File: config.mk
export PLATFORM = sky130hd
export DESIGN_NAME = client_record_stack_search_top
export DESIGN_NICKNAME = d
export VERILOG_FILES = /design/src/crss_pkg.sv /design/src/crss_cell.sv /design/src/client_record_stack_search_top.sv
export SDC_FILE = /design/constraint.sdc
export NUM_CORES = 1
export LEC_CHECK = 0
export ABC_AREA = 0
export CORE_ASPECT_RATIO = 1.25
export CORE_MARGIN = 4
export CORE_UTILIZATION = 60
export DETAILED_ROUTE_END_ITERATION = 16
export DONT_BUFFER_PORTS = 1
export MAX_ROUTING_LAYER = met4
export PLACE_DENSITY = 0.84
export SETUP_SLACK_MARGIN = 0.02
export SYNTH_ARGS = -nofsm -noshare
export SYNTH_HDL_FRONTEND = slang
export SYNTH_SLANG_ARGS = --single-unit
File: constraint.sdc
create_clock -name clk -period 20.1 [get_ports clk]
set_clock_uncertainty 0.05 [all_clocks]
set_input_delay 2.01 -clock clk [delete_from_list [all_inputs] [get_ports clk]]
set_output_delay 2.01 -clock clk [all_outputs]
set_load 0.05 [all_outputs]
File: src/crss_pkg.sv
`timescale 1ns / 1ps
// shared types and constants for the client record stack with code search
// no dependencies; imported by every module of the block

package crss_pkg;

	localparam int STACK_DEPTH = 16;
	localparam int IDX_W = (STACK_DEPTH > 1) ? $clog2(STACK_DEPTH) : 1;
	localparam int CNT_W = $clog2(STACK_DEPTH + 1);

	// field widths of the stream channels
	localparam int ACTION_W = 2;
	localparam int WORD_W = 32;
	localparam int AGE_W = 8;
	localparam int STATUS_W = 2;
	localparam int FOUND_DEPTH_W = 4;
	localparam int ENTRY_COUNT_W = 5;

	// input tdata layout, lowest bit first
	localparam int IN_TAG_LSB = 0;
	localparam int IN_CODE_LSB = IN_TAG_LSB + WORD_W;
	localparam int IN_AGE_LSB = IN_CODE_LSB + WORD_W;
	localparam int IN_SALARY_LSB = IN_AGE_LSB + AGE_W;
	localparam int IN_SEARCH_LSB = IN_SALARY_LSB + WORD_W;
	localparam int IN_BITS = IN_SEARCH_LSB + WORD_W;
	localparam int IN_DATA_W = ((IN_BITS + 7) / 8) * 8;

	// output tdata layout, lowest bit first
	localparam int OUT_STATUS_LSB = 0;
	localparam int OUT_FOUND_LSB = OUT_STATUS_LSB + STATUS_W;
	localparam int OUT_DEPTH_LSB = OUT_FOUND_LSB + 1;
	localparam int OUT_COUNT_LSB = OUT_DEPTH_LSB + FOUND_DEPTH_W;
	localparam int OUT_BITS = OUT_COUNT_LSB + ENTRY_COUNT_W;
	localparam int OUT_DATA_W = ((OUT_BITS + 7) / 8) * 8;

	typedef enum logic [ACTION_W-1:0] {
		ACT_PUSH   = 2'd0,
		ACT_POP    = 2'd1,
		ACT_COUNT  = 2'd2,
		ACT_SEARCH = 2'd3
	} action_t;

	typedef enum logic [STATUS_W-1:0] {
		ST_OK    = 2'd0,
		ST_FULL  = 2'd1,
		ST_EMPTY = 2'd2
	} status_t;

	typedef struct packed {
		logic signed [WORD_W-1:0] tag_number;
		logic signed [WORD_W-1:0] client_code;
		logic [AGE_W-1:0]         client_age;
		logic [WORD_W-1:0]        salary_bits;
	} record_t;

	// shift control broadcast to every cell
	typedef struct packed {
		logic push;
		logic pop;
	} shift_ctrl_t;

endpackage

File: src/crss_cell.sv
`timescale 1ns / 1ps
// one stack slot: holds a record, shifts with its neighbors, compares its code
// depends on crss_pkg

module crss_cell
	import crss_pkg::*;
(
	input  logic                     clk,
	input  shift_ctrl_t              ctrl,
	input  record_t                  upper_rec,
	input  record_t                  lower_rec,
	input  logic signed [WORD_W-1:0] key,
	output record_t                  rec,
	output logic                     match
);

	record_t rec_q;

	// push moves records away from the top, pop pulls them back up
	always_ff @(posedge clk) begin
		if (ctrl.push) begin
			rec_q <= upper_rec;
		end else if (ctrl.pop) begin
			rec_q <= lower_rec;
		end
	end

	assign rec   = rec_q;
	assign match = (rec_q.client_code == key);

endmodule

File: src/client_record_stack_search_top.sv
`timescale 1ns / 1ps
// client record stack: lifo of records in a shifting cell chain with code search
// depends on crss_pkg and crss_cell
//
// usage
// - input channel s_*: one transaction per action; s_tuser carries the action
//   (push, pop, count, search), s_tdata the record fields and the search code
// - output channel m_*: exactly one result transaction per input transaction,
//   in order: status, found flag, depth of the match from the top, and the
//   number of records held after the action
// - the stack is a row of cells; cell 0 is the top. a push shifts every cell
//   one place down, a pop one place up, and a search compares all cells at once
// - the result is registered and shows on m_* in the cycle after the
//   input transaction is accepted
// - throughput: one transaction per cycle, set by the single result register;
//   s_tready stays high while the result register is empty or being drained
// - when the receiver stalls, the result is held and further input is refused
//   until m_tready rises
// - reset clears the record count and the result valid flag; cell contents
//   are not reset and only slots below the count are ever looked at

module client_record_stack_search_top
	import crss_pkg::*;
(
	input  logic                  clk,
	input  logic                  arst_n,
	// input channel
	input  logic                  s_tvalid,
	output logic                  s_tready,
	input  logic [IN_DATA_W-1:0]  s_tdata,   // tag_number, client_code, client_age, salary_bits, search_code
	input  logic [ACTION_W-1:0]   s_tuser,   // action
	// result channel
	output logic                  m_tvalid,
	input  logic                  m_tready,
	output logic [OUT_DATA_W-1:0] m_tdata    // status, found, found_depth, entry_count, zero pad
);

	logic                     accept;
	action_t                  action;
	record_t                  in_rec;
	logic signed [WORD_W-1:0] search_code;

	logic [CNT_W-1:0] count_q;
	logic [CNT_W-1:0] count_next;
	logic             is_full;
	logic             is_empty;
	shift_ctrl_t      ctrl;

	// chain wiring
	record_t                cell_rec [STACK_DEPTH];
	record_t                upper_rec[STACK_DEPTH];
	record_t                lower_rec[STACK_DEPTH];
	logic [STACK_DEPTH-1:0] cell_match;
	logic [STACK_DEPTH-1:0] hit;

	logic             hit_any;
	logic [IDX_W-1:0] hit_idx;

	status_t status_d;

	// result register
	logic                  m_valid_q;
	logic [OUT_DATA_W-1:0] m_data_q;
	logic [OUT_DATA_W-1:0] m_data_d;

	assign s_tready = !m_valid_q || m_tready;
	assign accept   = s_tvalid && s_tready;

	// unpack the input transaction
	assign action                = action_t'(s_tuser);
	assign in_rec.tag_number     = s_tdata[IN_TAG_LSB +: WORD_W];
	assign in_rec.client_code    = s_tdata[IN_CODE_LSB +: WORD_W];
	assign in_rec.client_age     = s_tdata[IN_AGE_LSB +: AGE_W];
	assign in_rec.salary_bits    = s_tdata[IN_SALARY_LSB +: WORD_W];
	assign search_code           = s_tdata[IN_SEARCH_LSB +: WORD_W];

	assign is_full  = (count_q == CNT_W'(STACK_DEPTH));
	assign is_empty = (count_q == '0);

	assign ctrl.push = accept && (action == ACT_PUSH) && !is_full;
	assign ctrl.pop  = accept && (action == ACT_POP) && !is_empty;

	always_comb begin
		count_next = count_q;
		if (ctrl.push) begin
			count_next = count_q + CNT_W'(1);
		end else if (ctrl.pop) begin
			count_next = count_q - CNT_W'(1);
		end
	end

	always_ff @(posedge clk or negedge arst_n) begin
		if (!arst_n) begin
			count_q <= '0;
		end else begin
			count_q <= count_next;
		end
	end

	// row of cells, top at index 0
	for (genvar i = 0; i < STACK_DEPTH; i++) begin : g_cell
		if (i == 0) begin : g_top
			assign upper_rec[i] = in_rec;
		end else begin : g_inner_up
			assign upper_rec[i] = cell_rec[i-1];
		end
		if (i == STACK_DEPTH - 1) begin : g_bottom
			// nothing below the last slot; its content is dead after a pop
			assign lower_rec[i] = cell_rec[i];
		end else begin : g_inner_dn
			assign lower_rec[i] = cell_rec[i+1];
		end

		crss_cell u_cell (
			.clk       (clk),
			.ctrl      (ctrl),
			.upper_rec (upper_rec[i]),
			.lower_rec (lower_rec[i]),
			.key       (search_code),
			.rec       (cell_rec[i]),
			.match     (cell_match[i])
		);

		// only occupied slots may report a match
		assign hit[i] = cell_match[i] && (CNT_W'(i) < count_q);
	end

	// first match from the top wins
	always_comb begin
		hit_any = 1'b0;
		hit_idx = '0;
		for (int d = STACK_DEPTH - 1; d >= 0; d--) begin
			if (hit[d]) begin
				hit_any = 1'b1;
				hit_idx = IDX_W'(d);
			end
		end
	end

	always_comb begin
		status_d = ST_OK;
		if (action == ACT_PUSH && is_full) begin
			status_d = ST_FULL;
		end else if (action == ACT_POP && is_empty) begin
			status_d = ST_EMPTY;
		end
	end

	always_comb begin
		m_data_d = '0;
		m_data_d[OUT_STATUS_LSB +: STATUS_W] = status_d;
		if (action == ACT_SEARCH && hit_any) begin
			m_data_d[OUT_FOUND_LSB]                  = 1'b1;
			m_data_d[OUT_DEPTH_LSB +: FOUND_DEPTH_W] = FOUND_DEPTH_W'(hit_idx);
		end
		m_data_d[OUT_COUNT_LSB +: ENTRY_COUNT_W] = ENTRY_COUNT_W'(count_next);
	end

	always_ff @(posedge clk or negedge arst_n) begin
		if (!arst_n) begin
			m_valid_q <= 1'b0;
		end else if (s_tready) begin
			m_valid_q <= accept;
		end
	end

	always_ff @(posedge clk) begin
		if (accept) begin
			m_data_q <= m_data_d;
		end
	end

	assign m_tvalid = m_valid_q;
	assign m_tdata  = m_data_q;

endmodule

=== Word level (Yosys, flattened, before mapping) ===
Cells that the tools add are included.

* Add/subtract/negate cells: 2
* Order comparisons: 16
* Equality and inequality tests: 19
* Multiplexer cells: 65
* Bitwise logic cells: 1
* Reduce and logical (&&, ||, !) cells: 35

{| class="wikitable"
|+ Operator list
! cell !! number
|-
| $mux W104 || 30
|-
| $eq A32 B32 Y1 || 16
|-
| $lt A4 B5 Y1 const A || 8
|-
| $mux W4 || 8
|-
| $logic_and A1 B1 Y1 || 24
|-
| $lt A3 B5 Y1 const A || 4
|-
| $mux W1 || 18
|-
| $mux W3 || 4
|-
| $lt A1 B5 Y1 const A || 2
|-
| $lt A2 B5 Y1 const A || 2
|-
| $mux W5 || 2
|-
| $reduce_or A9 Y1 || 1
|-
| $mux W2 || 3
|-
| $add A5 B1 Y5 const B || 1
|-
| $eq A5 B5 Y1 const B || 1
|-
| $logic_not A5 Y1 || 1
|-
| $reduce_or A5 Y1 || 1
|-
| $sub A5 B1 Y5 const B || 1
|-
| $logic_not A1 Y1 || 3
|-
| $reduce_or A3 Y1 || 1
|-
| $eq A2 B1 Y1 const B || 1
|-
| $eq A2 B2 Y1 const B || 1
|-
| $logic_not A2 Y1 || 1
|-
| $reduce_bool A2 Y1 || 1
|-
| 3 further kinds || 3
|}

* Bits in registers: 1,682
* Input port bits: 142
* Output and inout port bits: 18

=== Depth between registers and ports, before layout ===
Gate-level depths: netlist of the first run.

* Word-level depth: 21
* Depth in mapped cells: 10
* Mapped depth without buffers: 8

=== Modules after synthesis ===
From an unflattened synthesis of the first run, not the netlist that was laid out.

* Cells, all modules: 4,367
* Area total of the unflattened synthesis: 80,278.2 µm²

{| class="wikitable"
|+ By module, submodules not included
! module !! instances !! cells each !! area each (µm²) !! seq. area each (µm²)
|-
| crss_cell || 16 || 264 || 4,934.7 || 3,123.0
|-
| client_record_stack_search_top || 1 || 143 || 1,322.5 || 510.5
|}

=== Worst setup path after synthesis of the first run ===
No wires, ideal clock.

* Path kind: input to register
* From: in m_tready
* To: reg g_cell[0].u_cell.rec_q, in the netlist g_cell[0].u_cell.rec[40] (enable)
* Setup time: 3.479 ns
* Data arrival time: 11.314 ns
* Setup slack: 5.257 ns
* Stages: 6
* Buffers on the path: 2
* Cell sequence: nand2b_1 and2_1 clkbuf_1 nand3_1 clkbuf_1 nand2_1

* Word-level cells in the longest chain between the ends: 5
* Elaborated cells between the ends (all ways): 7

{| class="wikitable"
|+ Ends and longest elaborated chain
! item !! line !! RTL
|-
| from (decl) || client_record_stack_search_top.sv:34 || <nowiki>input logic m_tready,</nowiki>
|-
| $logic_or A1 B1 Y1 (*) || client_record_stack_search_top.sv:66 || <nowiki>assign s_tready = !m_valid_q || m_tready;</nowiki>
|-
| $logic_and A1 B1 Y1 (*) || client_record_stack_search_top.sv:67 || <nowiki>assign accept = s_tvalid && s_tready;</nowiki>
|-
| named net accept || client_record_stack_search_top.sv:38 || <nowiki>logic accept;</nowiki>
|-
| $logic_and A1 B1 Y1 (on tied branches) (2 in series) || client_record_stack_search_top.sv:81, client_record_stack_search_top.sv:80 ||
|-
| $reduce_bool A2 Y1 (no line) (*) || -- ||
|-
| to (signal assigned) || crss_cell.sv:22 || <nowiki>rec_q <= upper_rec;</nowiki>
|-
| to (signal assigned) || crss_cell.sv:24 || <nowiki>rec_q <= lower_rec;</nowiki>
|-
| to (decl) || crss_cell.sv:17 || <nowiki>record_t rec_q;</nowiki>
|}

Mark *: on every way through the listed nets, which the timed path passes. The rest lies on a longest branch.
A chain may end at the register's enable or synchronous reset.

=== Worst setup path in the final report of the first run ===
* From: in m_tready
* To: reg g_cell[13].u_cell.rec_q, in the netlist g_cell[13].u_cell.rec[46] (enable)

* Word-level cells in the longest chain between the ends: 5
* Elaborated cells between the ends (all ways): 7

{| class="wikitable"
|+ Ends and longest elaborated chain
! item !! line
|-
| $logic_or A1 B1 Y1 (*) || client_record_stack_search_top.sv:66
|-
| $logic_and A1 B1 Y1 (*) || client_record_stack_search_top.sv:67
|-
| $logic_and A1 B1 Y1 (on tied branches) (2 in series) || client_record_stack_search_top.sv:81, client_record_stack_search_top.sv:80
|-
| $reduce_bool A2 Y1 (no line) (*) || --
|-
| to (signal assigned) || crss_cell.sv:22
|-
| to (signal assigned) || crss_cell.sv:24
|-
| to (decl) || crss_cell.sv:17
|}

Mark *: on every way between the ends. The rest lies on a longest branch, timed or not.

==> flow_summary_export.csv, run 1 <==
group,metric,value,unit
clock_network,cts-resized-gates,0,
worst_setup_path,cp.required,20.28,ns
worst_setup_path,cpMaxStageDelayCell,"nand2_4",
min_path,hold_depth,0,
sta,fin_crit,6.24,ns
sta,worstMarginPinSlew,1.19,ns
placed_design,port_buffers,0,
synthesis,async_flop_share,1.13,%
clock_network,postCtsSetupRepairBufs,0,
floorplan,io_pins,160,
clock_network,cts_tree,"built",
placed_design,dp_hpwl,56100,um
worst_setup_path,rr_worst_depth,6,
drt,wl_per_cell,22.9,um
sta,rsz0062_at_grt,"false",
clock_network,h-tree-depth,2,
clock_network,cts_buffers,54,
worst_setup_path,start_kind,"primary input",
global_routing,grt_start_max_net_pins,206,
synthesis,postSynthAreaPerCell,9.70,sq um
finish,n_antenna_cell,0,
sta,finalCritPeriodShare,31.1,%
global_routing,grt-ovfl-total,0,
power_and_ir_drop,peakVddDrop,0.0000708,V
placed_design,place_congestion,0.978,
sta,setup_viol,0,
power_and_ir_drop,power_density,91.7,nW/um^2
worst_setup_path,worstPathCellList,"nand2b_1, and2_1, nand3_1, nand2_4, buf_4, buf_4",
drt,drt-total-wl,79800,um
clock_network,cts.path.max_buffers,3,
synthesis,yosysTopAreaCell,"edfxtp_1",
clock_network,cts_hold_buf,0,
finish,final_nets,2967,
drt,drc,0,
synthesis,synth_ff_type,"edfxtp_1",
drt,antenna_left,0,
placed_design,placed_area,28400,sq um
synthesis,syn_area,28400,sq um
synthesis,synth_most_common_cell,"nand2_1",
drt,viasPerCell,5.89,
sta,fin_setup_tns,0,ns
synthesis,yosysUniqueCellTypes,57,
worst_setup_path,cpMostUsedCell,"buf_4",
finish,design_area,30000,sq um
synthesis,seq_area_frac_synth,55.9,%
worst_setup_path,critPathMaxStageDelay,0.99,ns
clock_network,clock_latency,0.62,ns
clock_network,clkTransAtPathRegs,0.06,ns
worst_setup_path,path_buf_inv,2,
worst_setup_path,cp_top_family,"simple AND/OR/NAND/NOR gates",
drt,dr.pass1.iters,6,
worst_setup_path,worstSetupPathDepth,6,
floorplan,dieHeight,251,um
clock_network,cts.sinks,530,
power_and_ir_drop,p_total,0.00275,W
synthesis,synthTopCellsByArea,"edfxtp_1, nand2_1, xor2_1",
global_routing,track_usage,31.6,%
floorplan,dieArea,50900,sq um
floorplan,core_area,46500,sq um
drt,via_count,20538,
sta,fmax,160,MHz
synthesis,synthDominantCellAreaShare,55.4,%
run_status,status,"finished clean",
finish,layout-drive-gt1-share,3.33,%
sta,relSlewSlack,20.9,%
synthesis,yosys_warnings,0,
power_and_ir_drop,p_leak,11.9,nW
floorplan,die_x,203,um
global_routing,antenna_found_initial,0,
worst_setup_path,crit_type,"in -> reg",
floorplan,initial_utilization,61.2,%
worst_setup_path,critical_path_arrival,6.42,ns
synthesis,synth_common_cells,"nand2_1, edfxtp_1, xor2_1, xnor2_1, clkbuf_1",
synthesis,ys_ff_latch,530,
drt,first_iter_violations,2860,
finish,area_growth,5.51,%
worst_setup_path,crit_fanout,84,
synthesis,synthCells,2930,
synthesis,synth_edf_count,524,
worst_setup_path,crit_path_end_kind,"register",
run,max-cap-violations,0,
sta,drv_slew,0,
min_path,hp-class,"reg -> reg",
sta,hold_viol,0,
finish,fillers,3620,
clock_network,root_buffer,"clkbuf_16",
global_routing,grt_pass1_wl,119000,um
floorplan,row_count,88,
global_routing,grt_pass1_vias,19996,
-- worst paths after layout --
path	start	end	slack [ns]
min	g_cell[14].u_cell.rec[69]	g_cell[15].u_cell.rec[69]	0.45
max	m_tready	g_cell[13].u_cell.rec[46]	13.86
max in group asynchronous	arst_n	count_q[1]	18.89
min in group asynchronous	arst_n	count_q[0]	1.04
min reg2reg	g_cell[14].u_cell.rec[69]	g_cell[15].u_cell.rec[69]	0.45
max reg2reg	m_tvalid	g_cell[13].u_cell.rec[46]	14.63
-- layout by cell type, fill, tap and decap left out, types with 3 or more instances in the layout --
cell / instances
ha_1: 3
xor2_1: 306
clkinv_1: 10
dfrtp_1: 6
nor4_1: 79
clkinv_2: 5
buf_4: 10
nor2_1: 11
xnor2_1: 208
nand2_1: 1447
nor3_1: 20
nand3_1: 15
clkbuf_1: 16
edfxtp_1: 524
clkbuf_16: 57
inv_1: 9
nand4_2: 3
a21oi_1: 5
conb_1: 4
nand4_1: 65
-- cell type report --
type | instances | area (sq um) | share of cell area, %
clock inverters | 16 | 70.1 | 0.234
inverters | 10 | 45.0 | 0.150
repair buffers | 12 | 115 | 0.384
clock buffers | 75 | 1510 | 5.05
multi-input cells | 2214 | 11600 | 38.6
well taps | 630 | 788 | 2.63
flip-flops and latches | 530 | 15900 | 53.0
-- state kept, by name, summed over array words and instances (netlist names) --
signal	count
g_cell.u_cell.rec	512
m_tdata	12
count_q	5
m_tvalid	1
-- cells by family (layout without fill, tap and decap cells) --
kind of cell / count (synthesis) / count (layout) / synth area share, %
AO/OA/AOI/OAI: 31 / 31 / 0.854
XOR/XNOR: 514 / 514 / 15.8
adder cells (fa/ha/maj): 3 / 3 / 0.132
buffers and inverters: 189 / 113 / 3.51
flip-flops: 530 / 530 / 55.9
multiplexers: 1 / 1 / 0.0352
other: 1 / 4 / 0.0132
AND/OR/NAND/NOR: 1661 / 1661 / 23.7
-- per-layer routing --
layer | GRT usage (%) | vias to the layer above | wire length [um] | part of all wire (%)
li1 | - | 9394 | - | -
met1 | 37.9 | 9637 | 28400 | 36
met2 | 48.3 | 1216 | 36900 | 46
met3 | 4.93 | 291 | 6780 | 8.5
met4 | 24.1 | 0 | 7710 | 9.7
met5 | - | - | 0 | 0
-- through the flow --
stage / utilization (%) / setup slack, ns / hold WS [ns] / instances
floorplan: - / 5.26 / 0.421 / 2933
global placement: 61.1 / 13.40 / 0.434 / 3396
detailed placement: 61.1 / 13.32 / 0.435 / 3396
CTS: 64.5 / 13.93 / 0.453 / 3487
global route: 64.5 / 13.62 / 0.462 / 3487
finish: 64.5 / 13.86 / 0.454 / 3487
-- where the power goes --
group,switching [W],total [W],internal [W],leakage (nW)
combinational,0.000241,0.000365,0.000124,6.25
sequential,0.000108,0.00145,0.00134,4.92
clock,0.000420,0.000939,0.000519,0.771
Note: power is estimated with default switching activity, not from simulation.
==> inputs of run 2 (changes only) <==
--- a/config.mk
+++ b/config.mk
@@ -8,7 +8,7 @@
 export ABC_AREA = 0
 export CORE_ASPECT_RATIO = 1.25
 export CORE_MARGIN = 4
-export CORE_UTILIZATION = 60
+export CORE_UTILIZATION = 58
 export DETAILED_ROUTE_END_ITERATION = 16
 export DONT_BUFFER_PORTS = 1
 export MAX_ROUTING_LAYER = met4
==> constraint.sdc (replaced) <==
create_clock -name clk -period 5.41 [get_ports clk]
set_clock_uncertainty 0.05 [all_clocks]
set_input_delay 0.541 -clock clk [delete_from_list [all_inputs] [get_ports clk]]
set_output_delay 0.541 -clock clk [all_outputs]
set_load 0.05 [all_outputs]
==> flow_summary_export.csv, run 2 (synthesis results as in run 1) <==
group,metric,value,unit
clock_network,clkTransAtPathRegs,0.07,ns
clock_network,cts.sinks,530,
finish,final_cell_mix,"nand2_1, edfxtp_1, xor2_1",
sta,holdWs,0.0394,ns
sta,fin_setup_tns,0,ns
drt,via_count,20538,
power_and_ir_drop,p_int,0.00752,W
power_and_ir_drop,switchingPower,0.00293,W
floorplan,io_pins,160,
drt,viasPerCell,5.84,
worst_setup_path,worstPathCellList,"nand2b_1, and2_1, nand3_4, inv_8, buf_12, nand2_1, nand2_1",
finish,largest_register_ffs,512,
drt,drc,0,
global_routing,grt_start_max_net_pins,185,
power_and_ir_drop,combPwrFrac,13.3,%
drt,wl_per_cell,23.1,um
sta,fmax,236,MHz
sta,worstMarginPinSlew,1.15,ns
clock_network,h-tree-depth,2,
floorplan,die_x,206,um
min_path,hp-class,"in -> reg",
power_and_ir_drop,switching_share,28.1,%
run,max-cap-violations,0,
sta,rsz0062_at_grt,"false",
global_routing,grt_pass1_wl,120000,um
drt,antenna_left,0,
sta,drv_slew,0,
sta,fin_ws,1.18,ns
clock_network,cts_buffers,55,
worst_setup_path,start_kind,"register",
sta,hold_viol,0,
finish,area_growth,6.62,%
global_routing,grt_pass1_vias,19977,
worst_setup_path,cpMostUsedCell,"nand2_1",
placed_design,port_buffers,0,
placed_design,place_congestion,1.02,
sta,relSlewSlack,22.9,%
finish,fillers,3822,
floorplan,dieHeight,256,um
global_routing,grt-ovfl-total,0,
power_and_ir_drop,p_clk_share,35.4,%
worst_setup_path,crit_fanout,141,
power_and_ir_drop,power_density,345,nW/um^2
global_routing,antenna_found_initial,0,
clock_network,cts-resized-gates,0,
worst_setup_path,cp_top_family,"simple AND/OR/NAND/NOR gates",
clock_network,root_buffer,"clkbuf_16",
run_status,status,"finished clean",
clock_network,clock_latency,0.63,ns
worst_setup_path,cpMaxStageDelayCell,"inv_8",
drt,drt-total-wl,81200,um
sta,setup_viol,0,
clock_network,cts.path.max_buffers,3,
drt,dr.pass1.iters,6,
power_and_ir_drop,seq_power_share,51.3,%
clock_network,postCtsSetupRepairBufs,0,
sta,fin_crit,4.23,ns
global_routing,track_usage,31.1,%
worst_setup_path,crit_type,"reg -> reg",
finish,layout-drive-gt1-share,3.90,%
floorplan,core_area,48400,sq um
worst_setup_path,critPathMaxStageDelay,0.81,ns
finish,final_common_cell,"nand2_1",
finish,final_nets,2974,
floorplan,row_count,90,
power_and_ir_drop,p_leak,12.1,nW
clock_network,cts_hold_buf,2,
drt,first_iter_violations,2501,
finish,n_antenna_cell,0,
worst_setup_path,crit_path_end_kind,"register",
sta,finalCritPeriodShare,78.2,%
placed_design,pre_cts_slack,1.24,ns
worst_setup_path,critical_path_arrival,4.66,ns
worst_setup_path,path_buf_inv,2,
placed_design,dp_hpwl,57400,um
floorplan,initial_utilization,58.7,%
clock_network,cts_tree,"built",
power_and_ir_drop,peakVddDrop,0.000323,V
floorplan,dieArea,52600,sq um
worst_setup_path,cp.required,5.83,ns
[run 2: cell types whose count changed in the layout (fill, tap and decap cells not counted)]
cell	before	now
nand2_4	1	0
dlygate4sd3_1	0	2
clkbuf_8	2	5
buf_4	10	5
clkinv_2	5	11
nand2_8	0	1
clkinv_1	10	8
clkinv_4	0	2
clkbuf_1	16	12
buf_12	2	11
bufinv_16	0	2
[run 2: stage by stage]
step           total power, W  cells  utilization (%)  instance area, sq um
2_1_floorplan         0.00640   2933                -                 28500
3_3_place_gp          0.00674   3414             59.0                 28600
3_5_place_dp          0.00680   3414             59.0                 28600
4_1_cts                0.0104   3514             62.6                 30300
5_1_grt                0.0108   3514             62.6                 30300
6_report               0.0105   3514             62.6                 30300
[run 2: layout make-up]
type | count | area, sq um | share of cell area, %
Clock buffer | 74 | 1540 | 5.08
Clock inverter | 24 | 170 | 0.561
Inverter | 10 | 45.0 | 0.149
Multi-Input combinational cell | 2214 | 11600 | 38.2
Sequential cell | 530 | 15900 | 52.4
Tap cell | 644 | 806 | 2.66
Timing Repair Buffer | 18 | 278 | 0.916
[run 2: path summary, 6_finish.rpt]
kind	startpoint	to	slack, ns	cells past startpoint
min in group asynchronous	arst_n	count_q[2]	0.20	1
max reg2reg	m_tvalid	g_cell[7].u_cell.rec[54]	1.18	7
min	s_tdata[58]	g_cell[0].u_cell.rec[66]	0.04	2
max	m_tvalid	g_cell[7].u_cell.rec[54]	1.18	7
min reg2reg	g_cell[14].u_cell.rec[57]	g_cell[15].u_cell.rec[57]	0.46	0
max in group asynchronous	arst_n	count_q[0]	4.89	1
[run 2: power groups by stage]
stage | clock network [W] | registers, W | logic [W]
final | 0.00370 | 0.00536 | 0.00139
after global routing | 0.00389 | 0.00539 | 0.00151
after CTS | 0.00371 | 0.00535 | 0.00138
after detailed placement | 0 | 0.00543 | 0.00137
after global placement | 0 | 0.00541 | 0.00132
after floorplan | 0 | 0.00531 | 0.00109
[run 2: routing by layer]
layer	wire length [um]	vias up	track usage, %
li1	-	9409	-
met5	0	-	-
met2	36600	1150	45.0
met1	28300	9660	36.7
met4	9850	0	29.3
met3	6480	319	4.99
